## src/sdiv_pkg.sv

```systemverilog
// ============================================================================
// sdiv_pkg
// Shared types and constants for the signed restoring divider.
// ============================================================================
package sdiv_pkg;

    localparam int DEF_DATA_WIDTH = 32;

    typedef enum logic [1:0] {
        ST_OK   = 2'd0,
        ST_DIV0 = 2'd1,
        ST_OVF  = 2'd2
    } status_t;

    typedef enum logic [1:0] {
        S_IDLE,
        S_RUN,
        S_FIX
    } state_t;

    typedef struct packed {
        logic load;
        logic step;
        logic fix;
    } dp_cmd_t;

    typedef struct packed {
        logic out_free;
    } dp_stat_t;

endpackage

```

## src/sdiv_dp.sv

```systemverilog
// ============================================================================
// sdiv_dp
// Datapath: operand magnitudes, shift-and-subtract remainder loop, sign
// fix-up and the result register.
// ============================================================================
module sdiv_dp
    import sdiv_pkg::*;
#(
    parameter int DATA_WIDTH = DEF_DATA_WIDTH
) (
    input  logic                  aclk,
    input  logic                  aresetn,
    input  dp_cmd_t               cmd,
    output dp_stat_t              stat,
    input  logic [DATA_WIDTH-1:0] dividend,
    input  logic [DATA_WIDTH-1:0] divisor,
    output logic                  out_valid,
    input  logic                  out_ready,
    output logic [DATA_WIDTH-1:0] quotient,
    output status_t               status
);

    localparam logic [DATA_WIDTH-1:0] MAXPOS = {1'b0, {(DATA_WIDTH-1){1'b1}}};

    logic [DATA_WIDTH-1:0] rem_reg, rem_next;
    logic [DATA_WIDTH-1:0] nq_reg, nq_next;
    logic [DATA_WIDTH-1:0] dm_reg, dm_next;
    logic                  flip_reg, flip_next;
    logic                  dz_reg, dz_next;
    logic                  out_valid_reg, out_valid_next;
    logic [DATA_WIDTH-1:0] quot_reg, quot_next;
    status_t               status_reg, status_next;

    logic                  n_neg, d_neg;
    logic [DATA_WIDTH:0]   rem_sh;
    logic                  ge;

    assign n_neg  = dividend[DATA_WIDTH-1];
    assign d_neg  = divisor[DATA_WIDTH-1];
    assign rem_sh = {rem_reg, nq_reg[DATA_WIDTH-1]};
    assign ge     = (rem_sh >= {1'b0, dm_reg});

    assign stat.out_free = !out_valid_reg || out_ready;

    always_comb begin
        rem_next       = rem_reg;
        nq_next        = nq_reg;
        dm_next        = dm_reg;
        flip_next      = flip_reg;
        dz_next        = dz_reg;
        out_valid_next = out_valid_reg;
        quot_next      = quot_reg;
        status_next    = status_reg;
        if (out_valid_reg && out_ready) begin
            out_valid_next = 1'b0;
        end
        if (cmd.load) begin
            rem_next  = '0;
            nq_next   = n_neg ? (~dividend + 1'b1) : dividend;
            dm_next   = d_neg ? (~divisor + 1'b1) : divisor;
            flip_next = n_neg ^ d_neg;
            dz_next   = (divisor == '0);
        end
        if (cmd.step) begin
            // The shifted dividend bit leaves the top while the quotient bit enters below.
            rem_next = ge ? DATA_WIDTH'(rem_sh - {1'b0, dm_reg}) : rem_sh[DATA_WIDTH-1:0];
            nq_next  = {nq_reg[DATA_WIDTH-2:0], ge};
        end
        if (cmd.fix) begin
            out_valid_next = 1'b1;
            if (dz_reg) begin
                quot_next   = '0;
                status_next = ST_DIV0;
            end else if (flip_reg) begin
                quot_next   = ~nq_reg + 1'b1;
                status_next = ST_OK;
            end else if (nq_reg[DATA_WIDTH-1]) begin
                quot_next   = MAXPOS;
                status_next = ST_OVF;
            end else begin
                quot_next   = nq_reg;
                status_next = ST_OK;
            end
        end
    end

    always_ff @(posedge aclk) begin
        if (!aresetn) begin
            out_valid_reg <= 1'b0;
        end else begin
            out_valid_reg <= out_valid_next;
        end
        rem_reg    <= rem_next;
        nq_reg     <= nq_next;
        dm_reg     <= dm_next;
        flip_reg   <= flip_next;
        dz_reg     <= dz_next;
        quot_reg   <= quot_next;
        status_reg <= status_next;
    end

    assign out_valid = out_valid_reg;
    assign quotient  = quot_reg;
    assign status    = status_reg;

    a_fix_needs_room: assert property (@(posedge aclk) disable iff (!aresetn)
        cmd.fix |-> stat.out_free)
        else $error("result written while the output register is still occupied");

    a_load_step_excl: assert property (@(posedge aclk) disable iff (!aresetn)
        !(cmd.load && (cmd.step || cmd.fix)))
        else $error("load command overlaps a step or fix command");

    a_result_held: assert property (@(posedge aclk) disable iff (!aresetn)
        (out_valid_reg && !out_ready) |=> (out_valid_reg && $stable(quot_reg)))
        else $error("pending result changed before it was taken");

    a_status_code: assert property (@(posedge aclk) disable iff (!aresetn)
        out_valid_reg |-> (status_reg == ST_OK || status_reg == ST_DIV0
                           || status_reg == ST_OVF))
        else $error("result carries an undefined status code");

endmodule

```

## src/sdiv_ctrl.sv

```systemverilog
// ============================================================================
// sdiv_ctrl
// Controller: sequences operand load, one step per quotient bit and the
// final sign fix-up into the result register.
// ============================================================================
module sdiv_ctrl
    import sdiv_pkg::*;
#(
    parameter int DATA_WIDTH = DEF_DATA_WIDTH
) (
    input  logic     aclk,
    input  logic     aresetn,
    input  logic     in_valid,
    output logic     in_ready,
    output dp_cmd_t  cmd,
    input  dp_stat_t stat
);

    localparam int CNT_W = $clog2(DATA_WIDTH);

    state_t             state_reg, state_next;
    logic [CNT_W-1:0]   cnt_reg, cnt_next;

    always_comb begin
        state_next = state_reg;
        cnt_next   = cnt_reg;
        case (state_reg)
            S_IDLE: begin
                if (in_valid) begin
                    state_next = S_RUN;
                    cnt_next   = CNT_W'(DATA_WIDTH - 1);
                end
            end
            S_RUN: begin
                cnt_next = cnt_reg - 1'b1;
                if (cnt_reg == '0) begin
                    state_next = S_FIX;
                end
            end
            S_FIX: begin
                if (stat.out_free) begin
                    state_next = S_IDLE;
                end
            end
            default: begin
                state_next = S_IDLE;
            end
        endcase
    end

    always_comb begin
        in_ready = 1'b0;
        cmd      = '0;
        case (state_reg)
            S_IDLE: begin
                in_ready = 1'b1;
                cmd.load = in_valid;
            end
            S_RUN: begin
                cmd.step = 1'b1;
            end
            S_FIX: begin
                cmd.fix = stat.out_free;
            end
            default: begin
                cmd = '0;
            end
        endcase
    end

    always_ff @(posedge aclk) begin
        if (!aresetn) begin
            state_reg <= S_IDLE;
            cnt_reg   <= '0;
        end else begin
            state_reg <= state_next;
            cnt_reg   <= cnt_next;
        end
    end

    a_last_step: assert property (@(posedge aclk) disable iff (!aresetn)
        (state_reg == S_RUN && cnt_reg == '0) |=> (state_reg == S_FIX))
        else $error("final quotient step did not lead to fix-up");

    a_load_count: assert property (@(posedge aclk) disable iff (!aresetn)
        cmd.load |=> (state_reg == S_RUN && cnt_reg == CNT_W'(DATA_WIDTH - 1)))
        else $error("step counter not primed after operand load");

endmodule

```

## src/signed_restoring_divider.sv

```systemverilog
// ============================================================================
// signed_restoring_divider
// Signed integer divider, quotient truncated toward zero, radix-2 restoring.
// ============================================================================
// Each input transaction on the s_ channel carries a dividend and a divisor;
// each one yields exactly one output transaction on the m_ channel with the
// quotient in m_tdata and a status code in m_tuser (0 ok, 1 divide by zero,
// 2 overflow, in which case the quotient is the largest positive value).
// A division loads the operand magnitudes at acceptance, then runs one step per
// quotient bit in the shared subtract-and-compare unit and a final sign fix-up.
// One division is in flight at a time; s_tready is high while the unit is idle.
// The result sits in an output register, so a new transaction is accepted
// while an earlier result still waits on m_tready. If the receiver stalls,
// the next division finishes and holds in the fix-up step until the output
// register frees up. Reset clears the controller and the output valid; no
// result is lost or repeated under any stall pattern.
// ============================================================================
module signed_restoring_divider
    import sdiv_pkg::*;
#(
    parameter int DATA_WIDTH = DEF_DATA_WIDTH
) (
    input  logic                                   aclk,
    input  logic                                   aresetn,
    input  logic                                   s_tvalid,
    output logic                                   s_tready,
    input  logic [((2*DATA_WIDTH+7)/8)*8-1:0]      s_tdata,  // dividend, divisor
    output logic                                   m_tvalid,
    input  logic                                   m_tready,
    output logic [((DATA_WIDTH+7)/8)*8-1:0]        m_tdata,  // quotient
    output logic [1:0]                             m_tuser   // status
);

    localparam int ODATA_W = ((DATA_WIDTH + 7) / 8) * 8;

    dp_cmd_t               cmd;
    dp_stat_t              stat;
    logic [DATA_WIDTH-1:0] quotient;
    status_t               status;

    sdiv_ctrl #(
        .DATA_WIDTH(DATA_WIDTH)
    ) u_ctrl (
        .aclk     (aclk),
        .aresetn  (aresetn),
        .in_valid (s_tvalid),
        .in_ready (s_tready),
        .cmd      (cmd),
        .stat     (stat)
    );

    sdiv_dp #(
        .DATA_WIDTH(DATA_WIDTH)
    ) u_dp (
        .aclk      (aclk),
        .aresetn   (aresetn),
        .cmd       (cmd),
        .stat      (stat),
        .dividend  (s_tdata[DATA_WIDTH-1:0]),
        .divisor   (s_tdata[2*DATA_WIDTH-1:DATA_WIDTH]),
        .out_valid (m_tvalid),
        .out_ready (m_tready),
        .quotient  (quotient),
        .status    (status)
    );

    assign m_tdata = ODATA_W'(quotient);
    assign m_tuser = status;

endmodule
```

## config.mk

```make
export PLATFORM = sky130hd
export DESIGN_NAME = signed_restoring_divider
export DESIGN_NICKNAME = d
export VERILOG_FILES = /design/src/sdiv_pkg.sv /design/src/sdiv_dp.sv /design/src/sdiv_ctrl.sv /design/src/signed_restoring_divider.sv
export SDC_FILE = /design/constraint.sdc
export NUM_CORES = 1
export LEC_CHECK = 0
export ABC_CLOCK_PERIOD_IN_PS = 5300
export BUFFER_PORTS_ARGS = -buffer_cell sky130_fd_sc_hd__buf_4
export CAP_MARGIN = 20
export CORE_MARGIN = 1.5
export CORE_UTILIZATION = 60
export CTS_CLUSTER_SIZE = 40
export DETAILED_ROUTE_END_ITERATION = 6
export PLACE_DENSITY_LB_ADDON = 0.15
export SLEW_MARGIN = 20
export SYNTH_ARGS = -nofsm -noshare
export SYNTH_HDL_FRONTEND = slang
export SYNTH_SLANG_ARGS = --single-unit
```

## constraint.sdc

```tcl
create_clock -name aclk -period 5.3 [get_ports aclk]
set_input_delay 0.795 -clock aclk [delete_from_list [all_inputs] [get_ports aclk]]
set_output_delay 0.795 -clock aclk [all_outputs]
set_load 0.05 [all_outputs]
```

# --- Word-level counts from Yosys, hierarchy flattened ---
# Index checks and enable logic that the tools add are counted.
totals:
  register_bits: 140
  wordCells: 62
op_classes:
  add_sub_neg: 5
  n_lt_le_gt_ge: 1
  n_eq_ne: 5
  muxes: 23
  bitwise_logic: 4
  n_reduce_logical: 12
op_table:
  columns: ["cell", "count"]
  rows:
  - ["2-to-1 mux 32 bit", 7]
  - ["adder 32 x 1 -> 32 bit, second input constant", 3]
  - ["inverter 32 bit", 3]
  - ["2-to-1 mux 31 bit", 2]
  - ["greater-or-equal comparator 33 x 32 -> 1 bit", 1]
  - ["zero test 32 bit", 1]
  - ["subtractor 32 bit", 1]
  - ["case mux 5 bit (2 select lines)", 1]
  - ["2-to-1 mux 2 bit", 4]
  - ["2-to-1 mux 1 bit", 7]
  - ["case mux 2 bit (3 select lines)", 1]
  - ["nonzero test 2 bit", 3]
  - ["zero test 5 bit", 1]
  - ["2-to-1 mux 5 bit", 1]
  - ["subtractor 5 x 1 -> 5 bit, second input constant", 1]
  - ["inequality test 2 x 1 -> 1 bit, second input constant", 2]
  - ["AND reduction 3 bit", 1]
  - ["equality test 2 x 1 -> 1 bit, second input constant", 1]
  - ["equality test 2 bit, second input constant", 1]
  - ["zero test 2 bit", 1]
  - ["inequality test 2 bit, second input constant", 1]
  - ["AND reduction 2 bit", 1]
  - ["OR reduction 2 bit", 1]
  - ["logical AND 1 bit", 1]
  - ["3 further kinds", 3]

# --- Longest topological paths before layout ---
depth:
  word_depth: 5
  mapped_depth: 13
  mapped_depth_nobuf: 12

# --- By module ---
# Synthesis repeated with hierarchy kept, for this count alone.
unflattened:
  hier_cells: 1008
  hier_area_um2: 9494.1
modules_own_cells:
  columns: ["module", "n_inst", "cells_per_inst", "area_each_um2", "seq_area_each_um2"]
  rows:
  - ["sdiv_dp", 1, 967, 9101.2, 3983.8]
  - ["sdiv_ctrl", 1, 41, 392.9, 140.1]

# --- Least setup slack after synthesis ---
# OpenSTA, ideal clock, no wires.
synth_timing:
  kind: "register to register"
  start: "register u_ctrl.state_reg[0]"
  end: "register u_dp.nq_reg[0] (enable)"
  arrival_time_ns: 3.322
  t_required_ns: 4.906
  setup_slack_ns: 1.583
  stages_incl_launch_ff: 5
  n_path_buf: 1
  path_cell_list: "dfxtp_1 > nor2_1 > and2_1 > clkbuf_1 > or2_2"
synth_rtl:
  columns: ["element", "line", "rtl"]
  rows:
  - ["from (decl)", "sdiv_ctrl.sv:21", "state_t state_reg, state_next;"]
  - ["from (signal assigned)", "sdiv_ctrl.sv:76", "state_reg <= state_next;"]
  - ["to (signal assigned)", "sdiv_dp.sv:94", "nq_reg <= nq_next;"]
  - ["to (decl)", "sdiv_dp.sv:26", "logic [DATA_WIDTH-1:0] nq_reg, nq_next;"]

# --- Final worst setup path ---
layout_timing:
  start: "register u_dp.rem_reg[7]"
  end: "register u_dp.rem_reg[9] (data pin)"
layout_between:
  elab_chain_cells: 3
layout_rtl:
  columns: ["element", "line", "rtl"]
  rows:
  - ["from (decl)", "sdiv_dp.sv:25", "logic [DATA_WIDTH-1:0] rem_reg, rem_next;"]
  - ["from (signal assigned)", "sdiv_dp.sv:93", "rem_reg <= rem_next;"]
  - ["subtractor 32 bit or greater-or-equal comparator 33 x 32 -> 1 bit (tied branches)", "sdiv_dp.sv:66, sdiv_dp.sv:41", null]
  - ["2-to-1 mux 32 bit (*)", "sdiv_dp.sv:66", "rem_next = ge ? DATA_WIDTH'(rem_sh - {1'b0, dm_reg}) : rem_sh[DATA_WIDTH-1:0];"]
  - ["2-to-1 mux 32 bit (*)", "sdiv_dp.sv:64", "if (cmd.step) begin"]
# Mark *: on every way between the ends. The rest lies on a longest branch, timed or not.
# A chain may end at the register's enable or synchronous reset.

==> qor.yml <==
pwr:
  peakVddDrop_v: 0.000258
  finalPower_w: 0.00391
  switching_share_pct: 33.2
  p_clk_share_pct: 30.5
  p_int_w: 0.00261
  p_switching_w: 0.00130
  p_per_area_nw_per_um2: 365
  comb_power_share_pct: 30.3
  leakage_nw: 4.20
  seqPwrFrac_pct: 39.3
drt:
  dr.pass1.iters: 5
  vias_per_cell: 6.09
  post_drt_wl_per_cell_um: 16.7
  drc_errors: 0
  ant_nets: 0
  drt_iter0_drc: 799
  dr_total_vias: 7658
  routed_wl_um: 21000
flow_run:
  drv_cap: 0
floorplanning:
  io_pins: 104
  fp-row-count: 45
  die_h_um: 127
  die_area_um2: 16100
  start_util_pct: 61.1
  die_x_um: 127
  core_area_um2: 15100
cells_and_area:
  finish.utilization_pct: 70.9
  antenna_cells: 0
  nNetsFinal: 1162
  syn2layout_area_growth_pct: 16.1
  drive_gt1_share_pct: 16.3
  stdcell_count: 1257
critical_path:
  cp_max_fo: 19
  critPathLaunchType: "flip-flop"
  endpoint_kind: "flip-flop"
  cp_data_arrival_time_ns: 3.82
  worstPathRequired_ns: 5.54
  path_class: "flip-flop to flip-flop"
clocking:
  cts_hold_buf: 0
  h-tree-depth: 4
  cts_tree: "yes"
  post_cts_buffers: 0
  insertion_delay_ns: 0.43
  cts_root_buf: "clkbuf_16"
  path_clk_slew_ns: 0.06
  clockBufferDepth: 2
  cts_made_buffers: 17
  ctsResizeCount: 0
  clock-sinks: 140
yosys:
  synthesis.area_um2: 9210
  synthCells: 972
  synth_seq_cells: 140
  synth_edf_count: 132
  ys.flop_type: "edfxtp_1"
  async_flop_share_pct: 0
  synth.distinct_cells: 69
  synth_fp_nets: 1078
  yosysWarnings: 0
  syn_avg_cell_area_um2: 9.48
  synth_seq_area_share_pct: 44.8
min_path:
  hold_path_class: "flip-flop to flip-flop"
sta:
  hold_violations: 0
  tns_ns: 0
  slew_viol_final: 0
  finalClockSkew_ns: 0.0142
  max_freq_mhz: 279
  max_slew.worst_pin.slew_ns: 0.892
  fin_crit_ns: 3.58
  slew_headroom_pct: 40.5
  final-setup-viol-count: 0
  grt_setup_unrepaired: "false"
  fin_crit_sh_pct: 67.5
place:
  post-dp-hpwl_um: 15000
  io_buffer_count: 103
  place.gp.congestion: 0.917
  dp_cells: 1225
grt:
  grt_pass1_vias: 6920
  antenna_found_initial: 0
  grt_max_degree: 73
  grt_usage_pct: 26.8
  grt_overflow: 0
  grt_pass1_wl_um: 34300
outcome:
  status: "finished, final reports clean"
[kinds of logic (layout without fill, tap and decap cells)]
| group | after synthesis | in the layout | synth area share [%] |
|---|---|---|---|
| AOI/OAI and AO/OA | 282 | 282 | 20.3 |
| muxes | 1 | 1 | 0.109 |
| adders and majority gates | 38 | 38 | 5.24 |
| xor gates and xnor gates | 78 | 78 | 7.42 |
| and+or+nand+nor | 335 | 335 | 18.1 |
| buffers and inverters | 98 | 195 | 4.09 |
| DFF | 140 | 140 | 44.8 |
[cell type report]
type / instances / area, µm²
clock buffer: 19 / 433
clock inverter: 13 / 149
fill: 1186 / 4390
inverter: 50 / 188
multi-input combinational: 734 / 4720
sequential: 140 / 4120
tap: 188 / 235
timing repair buffer: 113 / 848
[worst max-delay path, cell delays in order (launching register included)]
cell      delay (ns)
edfxtp_1        0.40
ha_1            0.44
nand4_1         0.18
or3_1           0.39
a21oi_2         0.22
o211ai_1        0.21
a311oi_1        0.31
or2_1           0.61
buf_4           0.33
o221ai_1        0.13
a21oi_1         0.18
[synthesized netlist by cell type, drive strengths merged, types with 3 or more instances]
library cell,n,share of area (%)
a21o,18,1.5
nor2,81,3.4
xnor2,37,3.5
nor2b,4,0.27
nor4b,3,0.45
o211ai,4,0.33
clkbuf,40,1.6
a311oi,19,1.8
o21ai,73,4.0
a211oi,13,1.1
or3b,3,0.29
and3,6,0.41
a211o,13,1.3
o22ai,4,0.27
edfxtp,132,43
xor2,41,3.9
o41ai,12,1.3
inv,50,2.0
or4,10,0.90
o21a,6,0.49
o21bai,5,0.41
dfxtp,8,1.7
a31oi,12,0.81
nor3,23,1.4
or2,11,0.75
nand2b,5,0.42
or3,11,0.75
nand2,123,5.1
o31ai,21,1.8
a2111oi,3,0.29
buf,8,0.42
nand3b,4,0.33
nand4,10,0.68
and2,4,0.27
ha,37,5.0
nor4,13,1.2
a21oi,64,3.5
nand3,20,1.1
[final timing paths]
| path | from | to | slack (ns) | cells past startpoint |
|---|---|---|---|---|
| worst min register to register | u_ctrl.cnt_reg[3] | u_ctrl.cnt_reg[3] | 0.54 | 2 |
| worst min-delay path | u_ctrl.cnt_reg[3] | u_ctrl.cnt_reg[3] | 0.54 | 2 |
| worst max register to register | u_dp.rem_reg[7] | u_dp.rem_reg[9] | 1.72 | 10 |
| worst max-delay path | u_dp.rem_reg[7] | u_dp.rem_reg[9] | 1.72 | 10 |
[cells in the final DEF, fill, tap and decap left out, drive strengths merged, types with 20 or more instances in the layout]
master / count
nor2: 81
xor2: 41
nor3: 23
xnor2: 37
o31ai: 21
nand2: 123
a21oi: 64
ha: 37
inv: 51
buf: 113
nand3: 20
o21ai: 73
edfxtp: 132
[power groups by stage]
| stage | Clock [W] | Combinational (W) | Sequential (W) |
|---|---|---|---|
| 2_1_floorplan | 0 | 0.000872 | 0.00152 |
| 3_3_place_gp | 0 | 0.00114 | 0.00154 |
| 3_5_place_dp | 0 | 0.00116 | 0.00155 |
| 4_1_cts | 0.00119 | 0.00117 | 0.00153 |
| 5_1_grt | 0.00125 | 0.00132 | 0.00155 |
| 6_report | 0.00119 | 0.00118 | 0.00153 |
[routing by layer]
layer | wire (µm) | GRT usage, %
met1 | 9890 | 39.4
met2 | 9360 | 40.7
met3 | 1400 | 4.39
met4 | 361 | 8.76
met5 | 0 | 0
[metrics by stage]
stage	hold slack (ns)	cell area [µm²]	worst slack (ns)
global route	0.568	10700	1.45
CTS	0.545	10700	1.76
finish	0.544	10700	1.72
floorplan	0.472	9210	1.58
detailed placement	0.531	10100	1.81
global placement	0.527	10100	1.96
(Power assumes the default switching activity.)
